**src/sliding_window_quantiles_top_assert.svh**
```systemverilog
`ifndef SLIDING_WINDOW_QUANTILES_TOP_ASSERT_SVH
`define SLIDING_WINDOW_QUANTILES_TOP_ASSERT_SVH

// Same-cycle implication on i_clk, checked only out of reset.
`define SWQ_ASSERT_NOW(label, ante, cons, msg) \
    label: assert property (@(posedge i_clk) disable iff (!i_rst_n) (ante) |-> (cons)) \
        else $error(msg);

// Next-cycle implication on i_clk, checked only out of reset.
`define SWQ_ASSERT_NEXT(label, ante, cons, msg) \
    label: assert property (@(posedge i_clk) disable iff (!i_rst_n) (ante) |=> (cons)) \
        else $error(msg);

`endif

```
**src/swq_pkg.sv**
```systemverilog
package swq_pkg;

    localparam int DEF_WINDOW = 64;
    localparam int DATA_W     = 32;
    localparam int HELD_W     = 7;
    localparam int CFG_IDX_W  = 2;

    localparam logic [CFG_IDX_W-1:0] CFG_EMPTY_MEDIAN       = 2'd0;
    localparam logic [CFG_IDX_W-1:0] CFG_EMPTY_NINETIETH    = 2'd1;
    localparam logic [CFG_IDX_W-1:0] CFG_EMPTY_NINETY_FIFTH = 2'd2;

    // 100 ms, 200 ms, 300 ms in sixteenths of a millisecond
    localparam logic [DATA_W-1:0] RST_EMPTY_MEDIAN       = 32'd1600;
    localparam logic [DATA_W-1:0] RST_EMPTY_NINETIETH    = 32'd3200;
    localparam logic [DATA_W-1:0] RST_EMPTY_NINETY_FIFTH = 32'd4800;

    // Rank arithmetic: 19 * 1024 still fits, so windows up to 1024 are covered.
    localparam int PCT_W         = 16;
    localparam int PROD_W        = 2 * PCT_W;
    localparam int P90_NUM       = 9;
    localparam int P95_NUM       = 19;
    localparam int RECIP10       = 52429;
    localparam int RECIP10_SHIFT = 19;

    typedef enum logic [2:0] {
        ST_IDLE,
        ST_PREP,
        ST_IDX,
        ST_SCAN,
        ST_PICK,
        ST_DONE
    } t_state;

    typedef struct packed {
        logic load;
        logic prep;
        logic index;
        logic scan;
        logic pick;
        logic emit;
    } t_cmd;

    typedef struct packed {
        logic mode;
        logic empty;
        logic scan_done;
        logic pick_done;
    } t_status;

    // floor(x / 10), exact for every 16-bit x
    function automatic logic [PCT_W-1:0] div10(input logic [PCT_W-1:0] x);
        logic [PROD_W-1:0] p;
        p = PROD_W'(x) * PROD_W'(RECIP10);
        return PCT_W'(p >> RECIP10_SHIFT);
    endfunction

endpackage

```
**src/swq_ctrl.sv**
```systemverilog
`include "sliding_window_quantiles_top_assert.svh"

module swq_ctrl (
    input  logic            i_clk,
    input  logic            i_rst_n,
    input  logic            i_start,
    input  swq_pkg::t_status i_status,
    output swq_pkg::t_cmd   o_cmd,
    output logic            o_busy
);
    import swq_pkg::*;

    t_state r_state;
    t_state n_state;

    always_ff @(posedge i_clk) begin
        if (!i_rst_n) begin
            r_state <= ST_IDLE;
        end else begin
            r_state <= n_state;
        end
    end

    always_comb begin
        n_state = r_state;
        o_cmd   = '0;
        o_busy  = 1'b1;
        case (r_state)
            ST_IDLE: begin
                o_busy = 1'b0;
                if (i_start) begin
                    o_cmd.load = 1'b1;
                    n_state    = ST_PREP;
                end
            end
            ST_PREP: begin
                o_cmd.prep = 1'b1;
                n_state    = ST_IDX;
            end
            ST_IDX: begin
                o_cmd.index = 1'b1;
                if (i_status.mode) begin
                    n_state = ST_SCAN;
                end else if (i_status.empty) begin
                    n_state = ST_DONE;
                end else begin
                    n_state = ST_PICK;
                end
            end
            ST_SCAN: begin
                o_cmd.scan = 1'b1;
                if (i_status.scan_done) begin
                    n_state = ST_PICK;
                end
            end
            ST_PICK: begin
                o_cmd.pick = 1'b1;
                if (i_status.pick_done) begin
                    n_state = ST_DONE;
                end
            end
            ST_DONE: begin
                o_cmd.emit = 1'b1;
                n_state    = ST_IDLE;
            end
            default: begin
                n_state = ST_IDLE;
            end
        endcase
    end

    `SWQ_ASSERT_NEXT(a_accept_prep, i_start && !o_busy, r_state == ST_PREP, "accept without prep")
    `SWQ_ASSERT_NEXT(a_emit_idle, o_cmd.emit, r_state == ST_IDLE, "no idle after emit")
    `SWQ_ASSERT_NOW(a_load_idle, o_cmd.load, r_state == ST_IDLE && !o_busy, "load while busy")

endmodule

```
**config.mk**
```make
export PLATFORM = sky130hd
export DESIGN_NAME = swq_ctrl
export DESIGN_NICKNAME = d
export VERILOG_FILES = /design/src/swq_pkg.sv /design/src/swq_ctrl.sv
export VERILOG_INCLUDE_DIRS = /design/src /design/src/src
export SDC_FILE = /design/constraint.sdc
export NUM_CORES = 1
export LEC_CHECK = 0
export BUFFER_PORTS_ARGS = -buffer_cell sky130_fd_sc_hd__buf_4
export CORE_AREA = 2 2 39 41
export CTS_BUF_LIST = sky130_fd_sc_hd__clkbuf_8 sky130_fd_sc_hd__clkbuf_16
export DETAILED_ROUTE_END_ITERATION = 12
export DIE_AREA = 0 0 41 43
export GPL_ROUTABILITY_DRIVEN = 1
export GPL_TIMING_DRIVEN = 0
export SYNTH_ARGS = -nofsm -noshare
export SYNTH_HDL_FRONTEND = slang
export SYNTH_SLANG_ARGS = --single-unit
```
**constraint.sdc**
```tcl
create_clock -name i_clk -period 1.28 [get_ports i_clk]
set_input_delay 0.128 -clock i_clk [delete_from_list [all_inputs] [get_ports i_clk]]
set_output_delay 0.128 -clock i_clk [all_outputs]
set_load 0.1 [all_outputs]
```
# Word-level counts from Yosys, hierarchy flattened
# Cells that the tools add are included.
# word_totals
reg_bits,3
in_bits,7
# op_classes
reduce_logical,2
n_eq_ne,8
muxes,14
# ops
operator,n
case mux 3 bit (5 select lines),1
two-way mux 3 bit,4
two-way mux 1 bit,9
equality test 3 x 2 -> 1 bit (second input constant),2
equality test 3 bit (second input constant),2
inequality test 2 bit (second input constant),3
equality test 3 x 1 -> 1 bit (second input constant),1
zero test 3 bit,1
AND reduction 3 bit,1

# Longest topological paths before layout
# Gate-level depths: netlist of run 1.
# logic_depth
ltp_word,3
ltp_mapped,4

# Worst setup path after synthesis of run 1
# Ideal clock, no wire load.
# synth_path
kind,register to output
start,register r_state[1]
end,output port o_cmd[5] (netlist bit)
path_stages_with_launch,3
path_slack_ns,-2.459
n_path_buf,1
t_arrival_ns,3.611
cell_sequence,dfxtp_1 -> buf_2 -> nor4b_1
# synth_lines
element,line_no,text
start: declaration,swq_ctrl.sv:13,t_state r_state;
start signal: assignment,swq_ctrl.sv:20,r_state <= n_state;
end: declaration,swq_ctrl.sv:8,"output swq_pkg::t_cmd o_cmd,"

# Worst setup path in the final report of run 1
# layout_path
start,register r_state[1]
end,output port o_busy
# layout_via
elab_chain_cells,2
# layout_lines
element,line_no,text
zero test 3 bit,swq_ctrl.sv:28,case (r_state)
two-way mux 1 bit,swq_ctrl.sv:28,
end: declaration,swq_ctrl.sv:9,output logic o_busy
# No other way between the ends.

==> flow_summary.json, run 1 <==
{
  "io_buffers": 13,
  "power_density_nw_per_um2": 1260,
  "swShare_pct": 38.6,
  "grt_pass1_vias": 277,
  "largestRegisters": "r_state x3",
  "grt_max_degree": 10,
  "power_mw": 0.749,
  "max_slew_margin_pct": 84.9,
  "wirelength_um": 659,
  "numCtsBuffers": 3,
  "cpPeakStageDelay_ns": 0.40,
  "finalWeightedCongestion": 0.784,
  "core_area_um2": 1380,
  "start_util_pct": 17.1,
  "synth_edf_count": 0,
  "overflow": 0,
  "seq_area_frac_synth_pct": 25.4,
  "failed_checks": "setup timing",
  "largest_reg_flops": 3,
  "cts_tree": "built",
  "critPathKind": "reg2out",
  "ys_top_cells_by_count": "3 x dfxtp_1, 3 x nor3_1",
  "post-route-period-util_pct": 106,
  "synth_area_um2": 236,
  "ctsHoldBuffers": 0,
  "instances_no_fill": 64,
  "min_path_type": "in2reg",
  "vias": 271,
  "die_y_um": 43,
  "clock-root-buffer": "clkbuf_8",
  "synth-adder-area-share_pct": 0,
  "synth.area.top_cells": "dfxtp_1 25%, nor3b_2 11%, buf_6 9.5%",
  "synth-simple-area-share_pct": 42.9,
  "drive_above_1_share_pct": 72.9,
  "fmax_mhz": 736,
  "ant_nets": 0,
  "die-area_um2": 1760,
  "syn-instance-count": 27,
  "setup_ws_ns": -0.0786,
  "fin_crit_ns": 1.36,
  "htreeDepth": 1,
  "top_register": "r_state",
  "synth_top_family_by_area": "simple AND/OR/NAND/NOR gates",
  "async_flop_share_pct": 0,
  "ys.flop_type": "dfxtp_1",
  "syn_avg_cell_area_um2": 8.76,
  "fillers": 141,
  "muxShareOfSynthArea_pct": 4.23,
  "hold_viol": 0,
  "synth_compound_area_share_pct": 14.3,
  "end_kind": "primary output",
  "pwr-share-clk_pct": 35.5,
  "clock_latency_ns": 0.21,
  "cts_sinks": 3,
  "drcViolationCount": 0,
  "fin_nets": 56,
  "drt_iter0_drc": 0,
  "area_delta_synth_final_pct": 151,
  "crit_slowest_cell": "or3_4",
  "grt_antenna_before_repair": 0,
  "place_inst": 56,
  "synth_top_area_share_pct": 25.4,
  "synth_nets": 34,
  "vdd_ir_drop_max_mv": 0.451,
  "die_w_um": 41,
  "grt_util_all_layers_pct": 9.56,
  "yosysWarnings": 0,
  "crit_fanout": 9,
  "seqPwrFrac_pct": 15.4,
  "grt_pass1_wl_um": 1100,
  "core.rowCount": 14,
  "path_clk_slew_ns": 0.03,
  "final-setup-viol-count": 4,
  "internal_power_mw": 0.460,
  "switchingPower_mw": 0.289,
  "slew_violations": 0,
  "cts_buffer_depth": 2,
  "synth-xor-area-share_pct": 0,
  "ioPinCount": 14,
  "drv_cap": 0,
  "yosysTopAreaCell": "dfxtp_1",
  "routed_via_density": 4.23,
  "arrival_ns": 1.23,
  "ys_ff_latch": 3,
  "cp_cell_sequence": "buf_6, or3_4, buf_12",
  "p_comb_share_pct": 49.1,
  "crit_path_start_kind": "flop",
  "p_leak_nw": 0.232,
  "clock_skew_ns": 0.000585,
  "tightest_slew_ns": 0.226,
  "cp.required_ns": 1.15,
  "drt_pass1_iterations": 1,
  "antenna_cells": 0,
  "rsz0062_at_grt": "true",
  "status": "complete, but fails checks",
  "wl_per_cell_um": 10.3,
  "synth.distinct_cells": 18
}
## power groups by stage
stage	registers, mW	clock network [mW]	logic, mW
3_5_place_dp	0.106	0	0.296
4_1_cts	0.109	0.273	0.361
3_3_place_gp	0.106	0	0.294
6_report	0.115	0.266	0.368
5_1_grt	0.118	0.279	0.384
2_1_floorplan	0.106	0	0.241
## path summary, 6_finish.rpt
kind / startpoint / to / slack, ns / cells after the start
hold reg to reg: r_state[2] / r_state[1] / 0.53 / 1
setup / recovery: r_state[1] / o_busy / -0.08 / 3
setup reg to reg: r_state[0] / r_state[1] / 0.21 / 4
hold / removal: i_rst_n / r_state[0] / 0.13 / 2
## cells by family (layout without fill, tap and decap cells)
family,count (synthesis),count (layout)
flops,3,3
simple gates,14,14
mux,1,1
compound gates,5,5
buf+inv,4,25
## metrics by stage
step           hold slack [ns]  util, %  worst slack [ns]  TNS (ns)  area, um2
2_1_floorplan            0.245        -            -0.368     -1.53        299
3_3_place_gp             0.351     30.1           0.00467         0        417
3_5_place_dp             0.356     30.1           0.00257         0        417
4_1_cts                  0.133     40.9            -0.121    -0.378        566
5_1_grt                  0.146     42.9            -0.105    -0.458        593
6_report                 0.133     42.9           -0.0786    -0.223        593
## critical path, delay by kind of cell, from the launching register on
kind | cells | cell delay, ns
simple gates | 1 | 0.40
buf+inv | 2 | 0.32
flops | 1 | 0.29
## layer usage
layer / wire length [um] / track usage (%)
met1: 276 / 12.9
met4: 0 / 8.00
met5: 0 / 0
met2: 340 / 12.5
met3: 42 / 1.57
## repair_timing
| action | CTS | global route |
|---|---|---|
| setup endpoints to repair | 7 | 7 |
| pin swaps | 2 | 1 |
| buffers inserted | 3 | 3 |
| resized for setup | 20 | 5 |
## cell type report
| type | count | area, um2 | area share, % |
|---|---|---|---|
| Buffer | 1 | 11.3 | 1.90 |
| Timing Repair Buffer | 19 | 238 | 40.1 |
| Clock inverter | 1 | 3.75 | 0.633 |
| Multi-Input combinational cell | 20 | 204 | 34.4 |
| Sequential cell | 3 | 67.6 | 11.4 |
| Clock buffer | 3 | 41.3 | 6.96 |
| Tap cell | 16 | 20.0 | 3.38 |
| Inverter | 1 | 7.51 | 1.27 |
## placed cells by master (no fill, tap or decap), types with 2 or more instances in the layout
master    netlist  layout
buf_4           0      10
dfxtp_4         0       2
o21a_1          2       2
nor3b_4         0       2
buf_6           2       3
clkbuf_8        0       3
buf_12          0       7
nor3_1          3       2
(Power assumes the default switching activity.)
==> run 2: changes to the inputs <==
PLACE_DENSITY = 0.38   (was unset)
==> flow_summary.json, run 2 (synthesis gave the netlist of run 1 again) <==
{
  "dr_wl_met3_um": 32,
  "drt_pass1_iterations": 4,
  "cp_top_family": "simple AND/OR/NAND/NOR gates",
  "rsz0062_at_grt": "true",
  "clock-root-buffer": "clkbuf_8",
  "fin_crit_ns": 1.35,
  "pre_cts_slack_ns": -0.00253,
  "layout_common_cells": "9 x buf_4, 6 x buf_12, 5 x buf_6, 3 x clkbuf_8",
  "top_register": "r_state",
  "die_y_um": 43,
  "crit_slowest_cell": "or3_4",
  "vias": 283,
  "io_buffers": 13,
  "clock_skew_ns": 0.00567,
  "hpwl_um": 479,
  "routed_via_density": 4.35,
  "die-area_um2": 1760,
  "timing.hold.ws_ns": 0.141,
  "grt_util_all_layers_pct": 9.73,
  "crit_fanout": 6,
  "placed_area_um2": 417,
  "area_delta_synth_final_pct": 156,
  "cpPeakStageDelay_ns": 0.39,
  "fin_nets": 57,
  "power_mw": 0.748,
  "min_path_type": "in2reg",
  "path_clk_slew_ns": 0.03,
  "drt_iter0_drc": 6,
  "wirelength_um": 685,
  "grt_max_degree": 10,
  "status": "complete, but fails checks",
  "tightest_slew_ns": 0.221,
  "cp_cell_sequence": "buf_6, or3_4, buf_12",
  "dr.max_layer_used": "met3",
  "grt_antenna_before_repair": 0,
  "mostFrequentLayoutCell": "buf_4",
  "cp.required_ns": 1.15,
  "fmax_mhz": 742,
  "drv_cap": 0,
  "max_slew_margin_pct": 85.2,
  "wl_met1_um": 268,
  "finalWeightedCongestion": 0.620,
  "startpoint": "r_state[1]",
  "grt_pass1_vias": 268,
  "path_buf_inv": 2,
  "drcViolationCount": 0,
  "power_density_nw_per_um2": 1240,
  "setup_ws_ns": -0.0685,
  "hold_viol": 0,
  "timing.rr.start": "r_state[0]",
  "slew_violations": 0,
  "crit_path_start_kind": "flop",
  "wl_met2_um": 383,
  "die_w_um": 41,
  "core.rowCount": 14,
  "largestRegisters": "r_state x3",
  "failed_checks": "setup timing",
  "final-setup-viol-count": 6,
  "cts_sinks": 3,
  "overflow": 0,
  "grt_pass1_wl_um": 1120,
  "p_leak_nw": 0.239,
  "antenna_cells": 0,
  "arrival_ns": 1.22,
  "ant_nets": 0,
  "largest_reg_flops": 3,
  "min-delay-start": "i_rst_n",
  "htreeDepth": 1,
  "ctsHoldBuffers": 0,
  "wl_per_cell_um": 10.5,
  "core_area_um2": 1380,
  "final_area_um2": 604,
  "clock_latency_ns": 0.21,
  "end_kind": "primary output",
  "numCtsBuffers": 3,
  "ioPinCount": 14,
  "start_util_pct": 17.1,
  "critPathKind": "reg2out",
  "vdd_ir_drop_max_mv": 0.662,
  "drive_above_1_share_pct": 75.5,
  "cts_buffer_depth": 2,
  "cts_tree": "built",
  "post-route-period-util_pct": 105,
  "final_util_pct": 43.7
}
-- run 2: cell types whose count changed in the layout (fill, tap and decap cells not counted), sizes merged --
| cell | delta |
|---|---|
| buf | +1 |
-- run 2: cell type report --
class,instances,area (um2)
plain buffers,1,11.3
well taps,16,20.0
clock buffers,3,41.3
multi-input cells,20,204
fillers,130,779
repair buffers,20,248
flip-flops and latches,3,68.8
clock inverters,1,3.75
inverters,1,7.51
-- run 2: per-layer routing --
metal	global-route usage, %	vias to the layer above
met5	0	-
met4	4.00	0
met3	4.71	0
met2	14.4	7
met1	11.5	135
li1	-	141
-- run 2: path summary, 6_finish.rpt --
| check | to | slack [ns] | cells past startpoint |
|---|---|---|---|
| setup / recovery | o_busy | -0.07 | 3 |
| hold / removal | r_state[0] | 0.14 | 2 |
| setup reg to reg | r_state[2] | 0.12 | 5 |
| hold reg to reg | r_state[1] | 0.52 | 1 |
-- run 2: stage by stage --
step / instances / setup TNS (ns)
global placement: 56 / 0
CTS: 62 / -0.409
finish: 65 / -0.194
global route: 65 / -0.459
detailed placement: 56 / -0.00253
floorplan: 27 / -1.53
-- run 2: power breakdown --
group	internal, mW	switching (mW)	leakage, nW
Sequential	0.102	0.0155	0.0264
Combinational	0.155	0.213	0.186
Clock	0.204	0.0594	0.0269
-- run 2: what timing repair did --
action / CTS / global route
hold endpoints to repair: 0 / 0
setup endpoints to repair: 7 / 7
resized for setup: 22 / 5
gates cloned: 0 / 0
buffers inserted: 3 / 4
pin swaps: 3 / 3
