==> src/sliding_window_quantiles_top_assert.svh <==
`ifndef SLIDING_WINDOW_QUANTILES_TOP_ASSERT_SVH
`define SLIDING_WINDOW_QUANTILES_TOP_ASSERT_SVH

// Same-cycle implication on i_clk, checked only out of reset.
`define SWQ_ASSERT_NOW(label, ante, cons, msg) \
    label: assert property (@(posedge i_clk) disable iff (!i_rst_n) (ante) |-> (cons)) \
        else $error(msg);

// Next-cycle implication on i_clk, checked only out of reset.
`define SWQ_ASSERT_NEXT(label, ante, cons, msg) \
    label: assert property (@(posedge i_clk) disable iff (!i_rst_n) (ante) |=> (cons)) \
        else $error(msg);

`endif

==> src/swq_pkg.sv <==
package swq_pkg;

    localparam int DEF_WINDOW = 64;
    localparam int DATA_W     = 32;
    localparam int HELD_W     = 7;
    localparam int CFG_IDX_W  = 2;

    localparam logic [CFG_IDX_W-1:0] CFG_EMPTY_MEDIAN       = 2'd0;
    localparam logic [CFG_IDX_W-1:0] CFG_EMPTY_NINETIETH    = 2'd1;
    localparam logic [CFG_IDX_W-1:0] CFG_EMPTY_NINETY_FIFTH = 2'd2;

    // 100 ms, 200 ms, 300 ms in sixteenths of a millisecond
    localparam logic [DATA_W-1:0] RST_EMPTY_MEDIAN       = 32'd1600;
    localparam logic [DATA_W-1:0] RST_EMPTY_NINETIETH    = 32'd3200;
    localparam logic [DATA_W-1:0] RST_EMPTY_NINETY_FIFTH = 32'd4800;

    // Rank arithmetic: 19 * 1024 still fits, so windows up to 1024 are covered.
    localparam int PCT_W         = 16;
    localparam int PROD_W        = 2 * PCT_W;
    localparam int P90_NUM       = 9;
    localparam int P95_NUM       = 19;
    localparam int RECIP10       = 52429;
    localparam int RECIP10_SHIFT = 19;

    typedef enum logic [2:0] {
        ST_IDLE,
        ST_PREP,
        ST_IDX,
        ST_SCAN,
        ST_PICK,
        ST_DONE
    } t_state;

    typedef struct packed {
        logic load;
        logic prep;
        logic index;
        logic scan;
        logic pick;
        logic emit;
    } t_cmd;

    typedef struct packed {
        logic mode;
        logic empty;
        logic scan_done;
        logic pick_done;
    } t_status;

    // floor(x / 10), exact for every 16-bit x
    function automatic logic [PCT_W-1:0] div10(input logic [PCT_W-1:0] x);
        logic [PROD_W-1:0] p;
        p = PROD_W'(x) * PROD_W'(RECIP10);
        return PCT_W'(p >> RECIP10_SHIFT);
    endfunction

endpackage

==> src/swq_dp.sv <==
`include "sliding_window_quantiles_top_assert.svh"

module swq_dp #(
    parameter int WINDOW = swq_pkg::DEF_WINDOW
) (
    input  logic                            i_clk,
    input  logic                            i_rst_n,
    input  swq_pkg::t_cmd                   i_cmd,
    output swq_pkg::t_status                o_status,
    input  logic                            i_mode,
    input  logic [swq_pkg::DATA_W-1:0]      i_sample,
    input  logic                            i_cfg_we,
    input  logic [swq_pkg::CFG_IDX_W-1:0]   i_cfg_idx,
    input  logic [swq_pkg::DATA_W-1:0]      i_cfg_data,
    output logic                            o_result_valid,
    output logic [swq_pkg::DATA_W-1:0]      o_median,
    output logic [swq_pkg::DATA_W-1:0]      o_ninetieth,
    output logic [swq_pkg::DATA_W-1:0]      o_ninety_fifth,
    output logic [swq_pkg::HELD_W-1:0]      o_held
);
    import swq_pkg::*;

    localparam int AW = (WINDOW > 1) ? $clog2(WINDOW) : 1;
    localparam int CW = $clog2(WINDOW + 1);
    localparam int KW = CW + 1;
    localparam logic [CW-1:0]     FULL_CNT  = CW'(WINDOW);
    localparam logic [CW:0]       WIN_SUM   = (CW+1)'(WINDOW);
    localparam logic [AW-1:0]     LAST_SLOT = AW'(WINDOW - 1);
    localparam logic [DATA_W-1:0] TOP_VAL   = '1;

    // configuration
    logic [DATA_W-1:0] r_empty_med;
    logic [DATA_W-1:0] r_empty_p90;
    logic [DATA_W-1:0] r_empty_p95;

    // current item
    logic              r_mode;
    logic [DATA_W-1:0] r_sample;

    // window bookkeeping
    logic [CW-1:0]     r_count;
    logic [AW-1:0]     r_oldest;
    logic              r_del;

    // memories
    logic [DATA_W-1:0] r_ring   [WINDOW];
    logic [DATA_W-1:0] r_sorted [WINDOW];
    logic [DATA_W-1:0] r_rq;
    logic [DATA_W-1:0] r_sq;

    // scan pipeline
    logic [KW-1:0]     r_rk;
    logic [KW-1:0]     r_dk;
    logic              r_dv;
    logic              r_dvirt;
    logic              r_found;
    logic [DATA_W-1:0] r_prev;
    logic [DATA_W-1:0] r_carry;

    // rank selection
    logic [PCT_W-1:0]  r_x90;
    logic [PCT_W-1:0]  r_x95;
    logic [1:0]        r_pk;

    // results
    logic              r_valid;
    logic [DATA_W-1:0] r_med;
    logic [DATA_W-1:0] r_p90;
    logic [DATA_W-1:0] r_p95;
    logic [HELD_W-1:0] r_held;

    logic              full;
    logic [CW:0]       slot_sum;
    logic [CW:0]       slot_wrap;
    logic              ring_we;
    logic [AW-1:0]     ring_wa;
    logic [KW-1:0]     m_len;
    logic              issue;
    logic              rd_real;
    logic [DATA_W-1:0] a_val;
    logic              found_now;
    logic [DATA_W-1:0] b_val;
    logic              b_le;
    logic [DATA_W-1:0] min_val;
    logic [DATA_W-1:0] max_val;
    logic              srt_we;
    logic [AW-1:0]     srt_wa;
    logic [KW-1:0]     dk_m1;
    logic              srt_re;
    logic [AW-1:0]     srt_ra;
    logic [PCT_W-1:0]  pk_idx;
    logic              scan_done;
    logic [31:0]       cnt32;

    always_comb begin
        full      = (r_count == FULL_CNT);
        slot_sum  = (CW+1)'(r_oldest) + (CW+1)'(r_count);
        slot_wrap = (slot_sum >= WIN_SUM) ? (slot_sum - WIN_SUM) : slot_sum;
        ring_we   = i_cmd.prep && r_mode;
        ring_wa   = full ? r_oldest : slot_wrap[AW-1:0];

        // length of the old sorted list that the scan reads
        m_len     = r_del ? KW'(r_count) : (KW'(r_count) - KW'(1));
        issue     = r_rk <= KW'(r_count);
        rd_real   = issue && (r_rk < m_len);

        // entries past the old list read as the top value
        a_val     = r_dvirt ? TOP_VAL : r_sq;
        found_now = r_found || (r_del && (r_prev == r_rq));
        b_val     = found_now ? a_val : r_prev;
        b_le      = (b_val <= r_carry);
        min_val   = b_le ? b_val : r_carry;
        max_val   = b_le ? r_carry : b_val;
        dk_m1     = r_dk - KW'(1);
        srt_we    = i_cmd.scan && r_dv && (r_dk != '0);
        srt_wa    = dk_m1[AW-1:0];
        scan_done = r_dv && (r_dk == KW'(r_count));

        case (r_pk)
            2'd0:    pk_idx = PCT_W'(r_count) >> 1;
            2'd1:    pk_idx = div10(r_x90);
            2'd2:    pk_idx = div10(r_x95) >> 1;
            default: pk_idx = '0;
        endcase
        srt_re = (i_cmd.scan && rd_real) || (i_cmd.pick && (r_pk != 2'd3));
        srt_ra = i_cmd.pick ? pk_idx[AW-1:0] : r_rk[AW-1:0];

        cnt32  = 32'(r_count);
    end

    // configuration writes; unknown indexes drop
    always_ff @(posedge i_clk) begin
        if (!i_rst_n) begin
            r_empty_med <= RST_EMPTY_MEDIAN;
            r_empty_p90 <= RST_EMPTY_NINETIETH;
            r_empty_p95 <= RST_EMPTY_NINETY_FIFTH;
        end else if (i_cfg_we) begin
            case (i_cfg_idx)
                CFG_EMPTY_MEDIAN:       r_empty_med <= i_cfg_data;
                CFG_EMPTY_NINETIETH:    r_empty_p90 <= i_cfg_data;
                CFG_EMPTY_NINETY_FIFTH: r_empty_p95 <= i_cfg_data;
                default: begin
                end
            endcase
        end
    end

    always_ff @(posedge i_clk) begin
        if (i_cmd.load) begin
            r_mode   <= i_mode;
            r_sample <= i_sample;
        end
    end

    always_ff @(posedge i_clk) begin
        if (!i_rst_n) begin
            r_count  <= '0;
            r_oldest <= '0;
            r_del    <= 1'b0;
        end else if (i_cmd.prep) begin
            r_del <= r_mode && full;
            if (r_mode) begin
                if (full) begin
                    r_oldest <= (r_oldest == LAST_SLOT) ? '0 : r_oldest + AW'(1);
                end else begin
                    r_count <= r_count + CW'(1);
                end
            end
        end
    end

    // ring read returns the oldest sample before it is overwritten
    always_ff @(posedge i_clk) begin
        if (ring_we) begin
            r_ring[ring_wa] <= r_sample;
        end
        if (i_cmd.prep) begin
            r_rq <= r_ring[r_oldest];
        end
    end

    always_ff @(posedge i_clk) begin
        if (srt_we) begin
            r_sorted[srt_wa] <= min_val;
        end
        if (srt_re) begin
            r_sq <= r_sorted[srt_ra];
        end
    end

    // one pass: drop the evicted sample, bubble the new one into place
    always_ff @(posedge i_clk) begin
        if (!i_rst_n) begin
            r_dv    <= 1'b0;
            r_rk    <= '0;
            r_found <= 1'b0;
        end else if (i_cmd.index) begin
            r_dv    <= 1'b0;
            r_rk    <= '0;
            r_found <= 1'b0;
        end else if (i_cmd.scan) begin
            r_dv <= issue;
            if (issue) begin
                r_rk <= r_rk + KW'(1);
            end
            if (r_dv && (r_dk != '0)) begin
                r_found <= found_now;
            end
        end
    end

    always_ff @(posedge i_clk) begin
        if (i_cmd.index) begin
            r_carry <= r_sample;
        end else if (i_cmd.scan) begin
            if (issue) begin
                r_dk    <= r_rk;
                r_dvirt <= !rd_real;
            end
            if (r_dv) begin
                r_prev <= a_val;
                if (r_dk != '0) begin
                    r_carry <= max_val;
                end
            end
        end
    end

    always_ff @(posedge i_clk) begin
        if (i_cmd.index) begin
            r_x90 <= PCT_W'(r_count) * PCT_W'(P90_NUM);
            r_x95 <= PCT_W'(r_count) * PCT_W'(P95_NUM);
        end
    end

    always_ff @(posedge i_clk) begin
        if (!i_rst_n) begin
            r_pk <= '0;
        end else if (i_cmd.index) begin
            r_pk <= '0;
        end else if (i_cmd.pick && (r_pk != 2'd3)) begin
            r_pk <= r_pk + 2'd1;
        end
    end

    always_ff @(posedge i_clk) begin
        if (i_cmd.pick) begin
            case (r_pk)
                2'd1:    r_med <= r_sq;
                2'd2:    r_p90 <= r_sq;
                2'd3:    r_p95 <= r_sq;
                default: begin
                end
            endcase
        end else if (i_cmd.emit && (r_count == '0)) begin
            r_med <= r_empty_med;
            r_p90 <= r_empty_p90;
            r_p95 <= r_empty_p95;
        end
        if (i_cmd.emit) begin
            r_held <= cnt32[HELD_W-1:0];
        end
    end

    always_ff @(posedge i_clk) begin
        if (!i_rst_n) begin
            r_valid <= 1'b0;
        end else begin
            r_valid <= i_cmd.emit;
        end
    end

    assign o_status.mode      = r_mode;
    assign o_status.empty     = (r_count == '0);
    assign o_status.scan_done = scan_done;
    assign o_status.pick_done = (r_pk == 2'd3);

    assign o_result_valid = r_valid;
    assign o_median       = r_med;
    assign o_ninetieth    = r_p90;
    assign o_ninety_fifth = r_p95;
    assign o_held         = r_held;

    `SWQ_ASSERT_NOW(a_count_bound, 1'b1, r_count <= FULL_CNT, "fill count above window")
    `SWQ_ASSERT_NOW(a_evict_found, i_cmd.scan && scan_done && r_del, found_now, "evict missed")
    `SWQ_ASSERT_NOW(a_held_count, r_valid, r_held == cnt32[HELD_W-1:0], "held off count")

endmodule

==> config.mk <==
export PLATFORM = sky130hd
export DESIGN_NAME = swq_dp
export DESIGN_NICKNAME = d
export VERILOG_FILES = /design/src/swq_pkg.sv /design/src/swq_dp.sv
export VERILOG_INCLUDE_DIRS = /design/src /design/src/src
export SDC_FILE = /design/constraint.sdc
export NUM_CORES = 2
export LEC_CHECK = 0
export ABC_CLOCK_PERIOD_IN_PS = 6670
export BUFFER_PORTS_ARGS = -buffer_cell sky130_fd_sc_hd__buf_2
export CAP_MARGIN = 0
export CORE_MARGIN = 2
export CORE_UTILIZATION = 25
export CTS_BUF_LIST = sky130_fd_sc_hd__clkbuf_2 sky130_fd_sc_hd__clkbuf_4 sky130_fd_sc_hd__clkbuf_8
export DETAILED_ROUTE_END_ITERATION = 12
export PLACE_DENSITY = 0.45
export SETUP_SLACK_MARGIN = 0.5
export SYNTH_ARGS = -nofsm -noshare
export SYNTH_HDL_FRONTEND = slang
export SYNTH_SLANG_ARGS = --single-unit
==> constraint.sdc <==
create_clock -name i_clk -period 6.67 [get_ports i_clk]
set_input_delay 1.0005 -clock i_clk [delete_from_list [all_inputs] [get_ports i_clk]]
set_output_delay 1.0005 -clock i_clk [all_outputs]
set_load 0.01 [all_outputs]
== Yosys cells after proc, flatten, opt, wreduce, memory -nomap -nowiden ==
Memories as Yosys holds them, arrays and structs flattened. A register that Yosys moved wholly into a read port is not among the register bits.
Index checks and enable logic that the tools add are counted.
Operators by class
  add/sub/neg operators: 8
  $mul: 4
  divide/modulo/power cells: 0
  order comparisons: 4
  eq/ne operators: 14
  shift operators: 0
  mux-type cells: 27
  bitwise logic cells: 3
  reductions and logical operators: 36
Operator list (count)
  32-bit two-way mux: 17
  32-bit == test: 1
  32-bit <= comparator: 1
  12-bit by 16-bit multiplier with 26-bit output (second input constant): 1
  11-bit by 16-bit multiplier with 25-bit output (second input constant): 1
  6-bit two-way mux: 4
  6-bit case mux with 3 select lines: 1
  2-bit AND reduction: 8
  7-bit by 5-bit multiplier with 12-bit output (second input constant): 1
  3-bit AND reduction: 4
  6-bit by 1-bit subtractor with 6-bit output (second input constant): 2
  1-bit logical AND: 11
  7-bit by 4-bit multiplier with 11-bit output (second input constant): 1
  6-bit by 7-bit adder with 8-bit output: 1
  8-bit by 1-bit adder with 8-bit output (second input constant): 1
  8-bit by 7-bit == test with 1-bit output: 1
  8-bit by 7-bit >= comparator with 1-bit output (second input constant): 1
  8-bit by 7-bit <= comparator with 1-bit output: 1
  8-bit < comparator: 1
  8-bit two-way mux: 1
  2-bit nonzero test: 4
  8-bit nonzero test: 1
  7-bit by 1-bit subtractor with 8-bit output (second input constant): 1
  7-bit by 1-bit adder with 7-bit output (second input constant): 1
  other kinds (16): 29
Word-level totals
  register bits after elaboration: 355
  latch bits: 0
  bits in writable memories: 4096
  bits in read-only memories: 0
  bits of input ports: 76
  output and inout port bits: 108
  logic and storage cells: 121
  memories: 2
Memories
  r_ring: words 64, bits a word 32, rd ports 1, clocked after Yosys merged registers in 1, wr ports 1, RTL line swq_dp.sv:46  | logic [DATA_W-1:0] r_ring [WINDOW];
  r_sorted: words 64, bits a word 32, rd ports 1, clocked after Yosys merged registers in 1, wr ports 1, RTL line swq_dp.sv:47  | logic [DATA_W-1:0] r_sorted [WINDOW];

== Depth between registers and ports, before layout ==
  depth after elaboration: 10
  mapped depth: 29

== Worst setup path before layout ==
OpenSTA, ideal clock, no wires.
  path type: register to register
  start: reg r_rq[30] (read register of r_ring)
  end: mem r_sorted[0][0] (data pin)
  setup time: 563 ps
  data arrival time: 5709 ps
  required time: 6107 ps
  setup slack: 398 ps
  stages on the path, launching flop included: 17
  path buffers: 2
  cells stage by stage: edfxtp_1 -> xnor2_1 -> nand4_1 -> nor4_1 -> nand4_1 -> nor4_1 -> nor2_1 -> clkbuf_1 -> mux2_2 -> ha_1 -> nand4_1 -> or2_2 -> nor3_1 -> a21boi_0 -> a2bb2oi_1 -> clkbuf_1 -> mux2i_1
On the way
  longest elaborated chain between the ends: 6
Ends and longest elaborated chain
  start, declared: RTL line swq_dp.sv:48  | logic [DATA_W-1:0] r_rq;
  32-bit == test (*): RTL line swq_dp.sv:109  | found_now = r_found || (r_del && (r_prev == r_rq));
  1-bit logical AND (*): RTL line swq_dp.sv:109
  1-bit logical OR (*): RTL line swq_dp.sv:109
  32-bit two-way mux (*): RTL line swq_dp.sv:110  | b_val = found_now ? a_val : r_prev;
  32-bit <= comparator: RTL line swq_dp.sv:111  | b_le = (b_val <= r_carry);
  32-bit two-way mux (*): RTL line swq_dp.sv:112  | min_val = b_le ? b_val : r_carry;
  via min_val[0]: RTL line swq_dp.sv:84  | logic [DATA_W-1:0] min_val;
  end, declared: RTL line swq_dp.sv:47
Mark *: on every way through the listed nets, which the timed path passes. The rest lies on a longest branch.

== Worst setup path in the final report ==
  start: reg r_x90[9]
  end: reg r_sq[22] (read register of r_sorted) (data pin)
On the way
  longest elaborated chain between the ends: 3
Ends and longest elaborated chain
  start, declared: RTL line swq_dp.sv:61  | logic [PCT_W-1:0] r_x90;
  start signal, assigned: RTL line swq_dp.sv:231  | r_x90 <= PCT_W'(r_count) * PCT_W'(P90_NUM);
  11-bit by 16-bit multiplier with 25-bit output: RTL line swq_pkg.sv:53  | p = PROD_W'(x) * PROD_W'(RECIP10);
  6-bit case mux with 3 select lines: RTL line swq_dp.sv:119  | case (r_pk)
  6-bit two-way mux: RTL line swq_dp.sv:126  | srt_ra = i_cmd.pick ? pk_idx[AW-1:0] : r_rk[AW-1:0];
  end, declared: RTL line swq_dp.sv:49  | logic [DATA_W-1:0] r_sq;
Every way passes these cells.
A chain may end at the register's enable or synchronous reset.

==> summary.txt <==
Detailed routing
  • Residual DRC: 0
  • Final wirelength: around 560 mm
  • Detailed Routing Iterations Pass 1: 6
  • DR vias/cell: 4.58
  • Via Count: 100,317
  • Antenna-violating nets left: 0
  • Iteration-0 DRC Markers: 9,199
  • DR WL/cell: ~26 um

Clock tree
  • Clock tree root driver cell: clkbuf_8
  • H-tree levels: 6
  • Worst-path clk slew: 60 ps
  • CTS tree: done
  • Clk Latency, worst-skew pair: 1360 ps
  • Total CTS buffers: 756
  • CTS Buffer Depth: 4
  • Clock sink total: 4,514

Flow run
  • Max-cap viol count: 0

Yosys
  • Average cell area after synthesis: 17.8 sq um
  • Sequential-to-total area share from yosys stat: 74.1%
  • Async SR Flop Fraction: 0%
  • Synth top cells by count: edfxtp_1, nand2_1, mux4_2
  • Mapped Nets: 10,571
  • Cell taking the most area after synthesis: edfxtp_1
  • Yosys cell types: 81
  • Synth top area share: 72.8%
  • Flops & latches, synth: approximately 4,500
  • Count leader, synth: edfxtp_1
  • Mapped cell area: 181,000 sq um
  • EDFF count, synth: 4,391
  • Yosys warnings: 0
  • Synth Flop Type: edfxtp_1
  • Cells after Synth: 10,190
  • Leading post-synthesis cells by cell area: edfxtp_1, mux4_2, nand2_1, ha_1, dfxtp_1

GRT
  • Initial antenna violation count: 74
  • Largest net degree at the start of global routing: 123
  • First-pass GRT wire length: 790 mm
  • Grt ovf: 0
  • Vias in the first global route: 103,036
  • GR Util All Layers: 14.9%

Critical path
  • Crit path capture type: register
  • Worst EP required: 7730 ps
  • Critical Path Start Type: register
  • Worst path max stage delay: 920 ps
  • Reg2Reg Capture Point: r_sq[22]$_DFFE_PP_
  • Reg2reg path depth: 23
  • Reg2reg setup slack: -370 ps
  • Arrival time worst endpoint: 8100 ps
  • Worst R2R Start: r_x90[9]$_DFFE_PP_
  • Crit path buffers/inverters: 8
  • Max FO, Critical Path: 5
  • Family with the most delay on the worst path: compound AO/OA/AOI/OAI gates
  • CP Cell Sequence: inv_2, ha_4, fa_1, buf_4, fa_2, fa_2, fa_1, inv_2, ha_4, buf_6, buf_6, a311oi_4, a21oi_2, o311ai_1, o211ai_1, o31a_1, nand2b_4, buf_12, buf_6, o32a_1, o211ai_1, buf_4, nor4b_4
  • CP startpoint: r_x90[9]$_DFFE_PP_
  • Critical Path Slowest Stage Cell: o211ai_1
  • Cell mode on critical path: buf_6
  • Crit Path Category: reg2reg

Layout
  • Register area: 134,000 sq um
  • Multi-input gate area: 46,600 sq um
  • Final core occ: 30.7%
  • Share of layout cells above drive strength 1: 30.8%
  • P&R area growth vs syn: 22.4%
  • Design area: 222,000 sq um
  • Final net count: 12,055
  • Layout Cells excl Fill: 21,896
  • Fill cell count: 70,629

Floorplan
  • Die area: 732,000 sq um
  • Die width: approximately 860 um
  • Starting Density: 25.1%
  • Cell Rows: between 300 and 400
  • Num ports: about 180
  • Core area: about 720,000 sq um
  • Die Span Y: 855 um

Power
  • Leak: 72.7 nW
  • Peak supply drop: ~220 uV
  • Pwr dens: 292 nW/um^2
  • Total power: between 60 and 70 mW

Timing
  • Max Clock Freq: 0.142 GHz
  • RSZ-0062 raised after global routing: yes
  • Fin crit share: 106%
  • Worst clock skew: 147 ps
  • Setup_tns: -2840 ps
  • Fin worst setup slack: -371 ps
  • Crit path time final: 7040 ps
  • Measured slew at the worst slew-check pin: between 1000 and 1500 ps
  • Worst slew margin: between 15 and 20%
  • Max-slew violations: 0
  • Fin. Hold Viols: 0
  • Final setup vio count: 22

Hold path
  • HP Class: in2reg
  • Hold endpoint: r_rk[1]$_SDFFE_PP0P_
  • HP Start: i_cmd[2]
  • Worst Hold Depth: 4

Place
  • Post-detail-place hpwl: 338 mm
  • Post-Place Cells: 20,270
  • PortBufs: 183
  • Placed Instance Area: 201,000 sq um
  • Placer Congestion: roughly 0.8

Outcome
  • Run status: finished, violations left
  • Failing checks: negative setup slack
[report_power, final]
group	internal (mW)	total, mW	leakage [nW]	switching [mW]
clock	13.2	24.9	7.91	11.7
sequential	31.6	32.0	40.6	0.423
combinational	3.22	7.85	24.1	4.63
[worst max-delay path by stage]
stage / end / slack (ps) / cells after the start
6_report: r_sq[22]$_DFFE_PP_ / -370 / 23
5_1_grt: r_sq[4]$_DFFE_PP_ / -420 / 27
4_1_cts: r_sq[22]$_DFFE_PP_ / -420 / 23
3_5_place_dp: r_sq[4]$_DFFE_PP_ / -880 / 24
3_3_place_gp: r_sq[12]$_DFFE_PP_ / -1400 / 21
2_1_floorplan: r_sq[6]$_DFFE_PP_ / 620 / 22
[registers in the layout (all words and copies together) (netlist names), 10 cells and up]
name and cells:
o_median 32, o_ninetieth 32, o_ninety_fifth 32, r_carry 32
r_empty_med 32, r_empty_p90 32, r_empty_p95 32, r_prev 32
r_ring 2048, r_rq 32, r_sample 32, r_sorted 2048
r_sq 32, r_x90 10, r_x95 12
[repair_timing]
action | 4_1_cts | 5_1_grt
setup buffers | 108 | 29
hold buffers | 63 | 0
resized for setup | 321 | 221
pin swaps | 95 | 92
endpoints found under the hold margin | 120 | 0
setup endpoints to repair | 1143 | 1335
cloned | 21 | 2
[kinds of logic (layout without fill, tap and decap cells)]
| family | after synthesis | count (layout) | share of synthesized area [%] |
|---|---|---|---|
| compound gates | 1252 | 1253 | 4.91 |
| xor+xnor | 87 | 87 | 0.421 |
| fa+ha+maj | 305 | 305 | 2.46 |
| buf+inv | 915 | 3003 | 2.09 |
| flops | 4514 | 4514 | 74.1 |
| mux | 1038 | 1038 | 11.1 |
| other cells | 0 | 40 | 0 |
| simple gates | 2079 | 2079 | 4.87 |
[worst register-to-register path, delay by kind of cell (launching register included)]
| kind | cells | cell delay, ps |
|---|---|---|
| DFF | 1 | 460 |
| AOI/OAI and AO/OA | 7 | 2510 |
| buffers and inverters | 8 | 1100 |
| and+or+nand+nor | 2 | 240 |
| adders and majority gates | 6 | 2480 |
[through the flow]
step,worst slack [ps],hold slack (ps)
after floorplan,619,432
after global placement,-1400,450
after detailed placement,-885,457
after CTS,-415,36.0
after global routing,-419,107
final,-371,161
[layout make-up]
| type | count | share of cell area, % |
|---|---|---|
| clock buffers | 1036 | 5.69 |
| repair buffers | 1290 | 5.62 |
| flip-flops and latches | 4514 | 60.6 |
| multi-input cells | 4762 | 21.0 |
| inverters | 350 | 0.592 |
| diodes | 40 | 0.0451 |
| clock inverters | 327 | 1.09 |
| well taps | 9577 | 5.40 |
[layout by cell type (no fill, tap or decap), types with 42 or more instances in the layout]
cell type / n
ha_1: 194
nand3_1: 221
buf_4: 766
a32oi_1: 107
mux4_2: 770
and2_1: 48
edfxtp_1: 4391
clkbuf_4: 263
nand2_1: 1426
xnor2_1: 68
mux2i_1: 165
a32o_1: 118
buf_6: 78
clkinv_2: 62
nor2_1: 52
a31oi_1: 42
inv_1: 330
a221oi_1: 53
o211ai_1: 47
a21oi_1: 293
o21ai_0: 125
buf_2: 180
fa_1: 78
dfxtp_1: 117
clkbuf_8: 773
dlygate4sd3_1: 63
a21boi_0: 87
mux2_2: 87
buf_12: 155
nor2_4: 140
clkinv_1: 178
[layer usage]
layer / vias to the layer above / share of wire (%) / GRT usage, %
met5: - / 0.031 / 0
met4: 24 / 2.2 / 3.63
met3: 733 / 6.3 / 2.94
met2: 3163 / 47 / 24.1
met1: 52997 / 44 / 20.5
li1: 43400 / - / -
No activity file was read; power rests on OpenSTA's default activity.
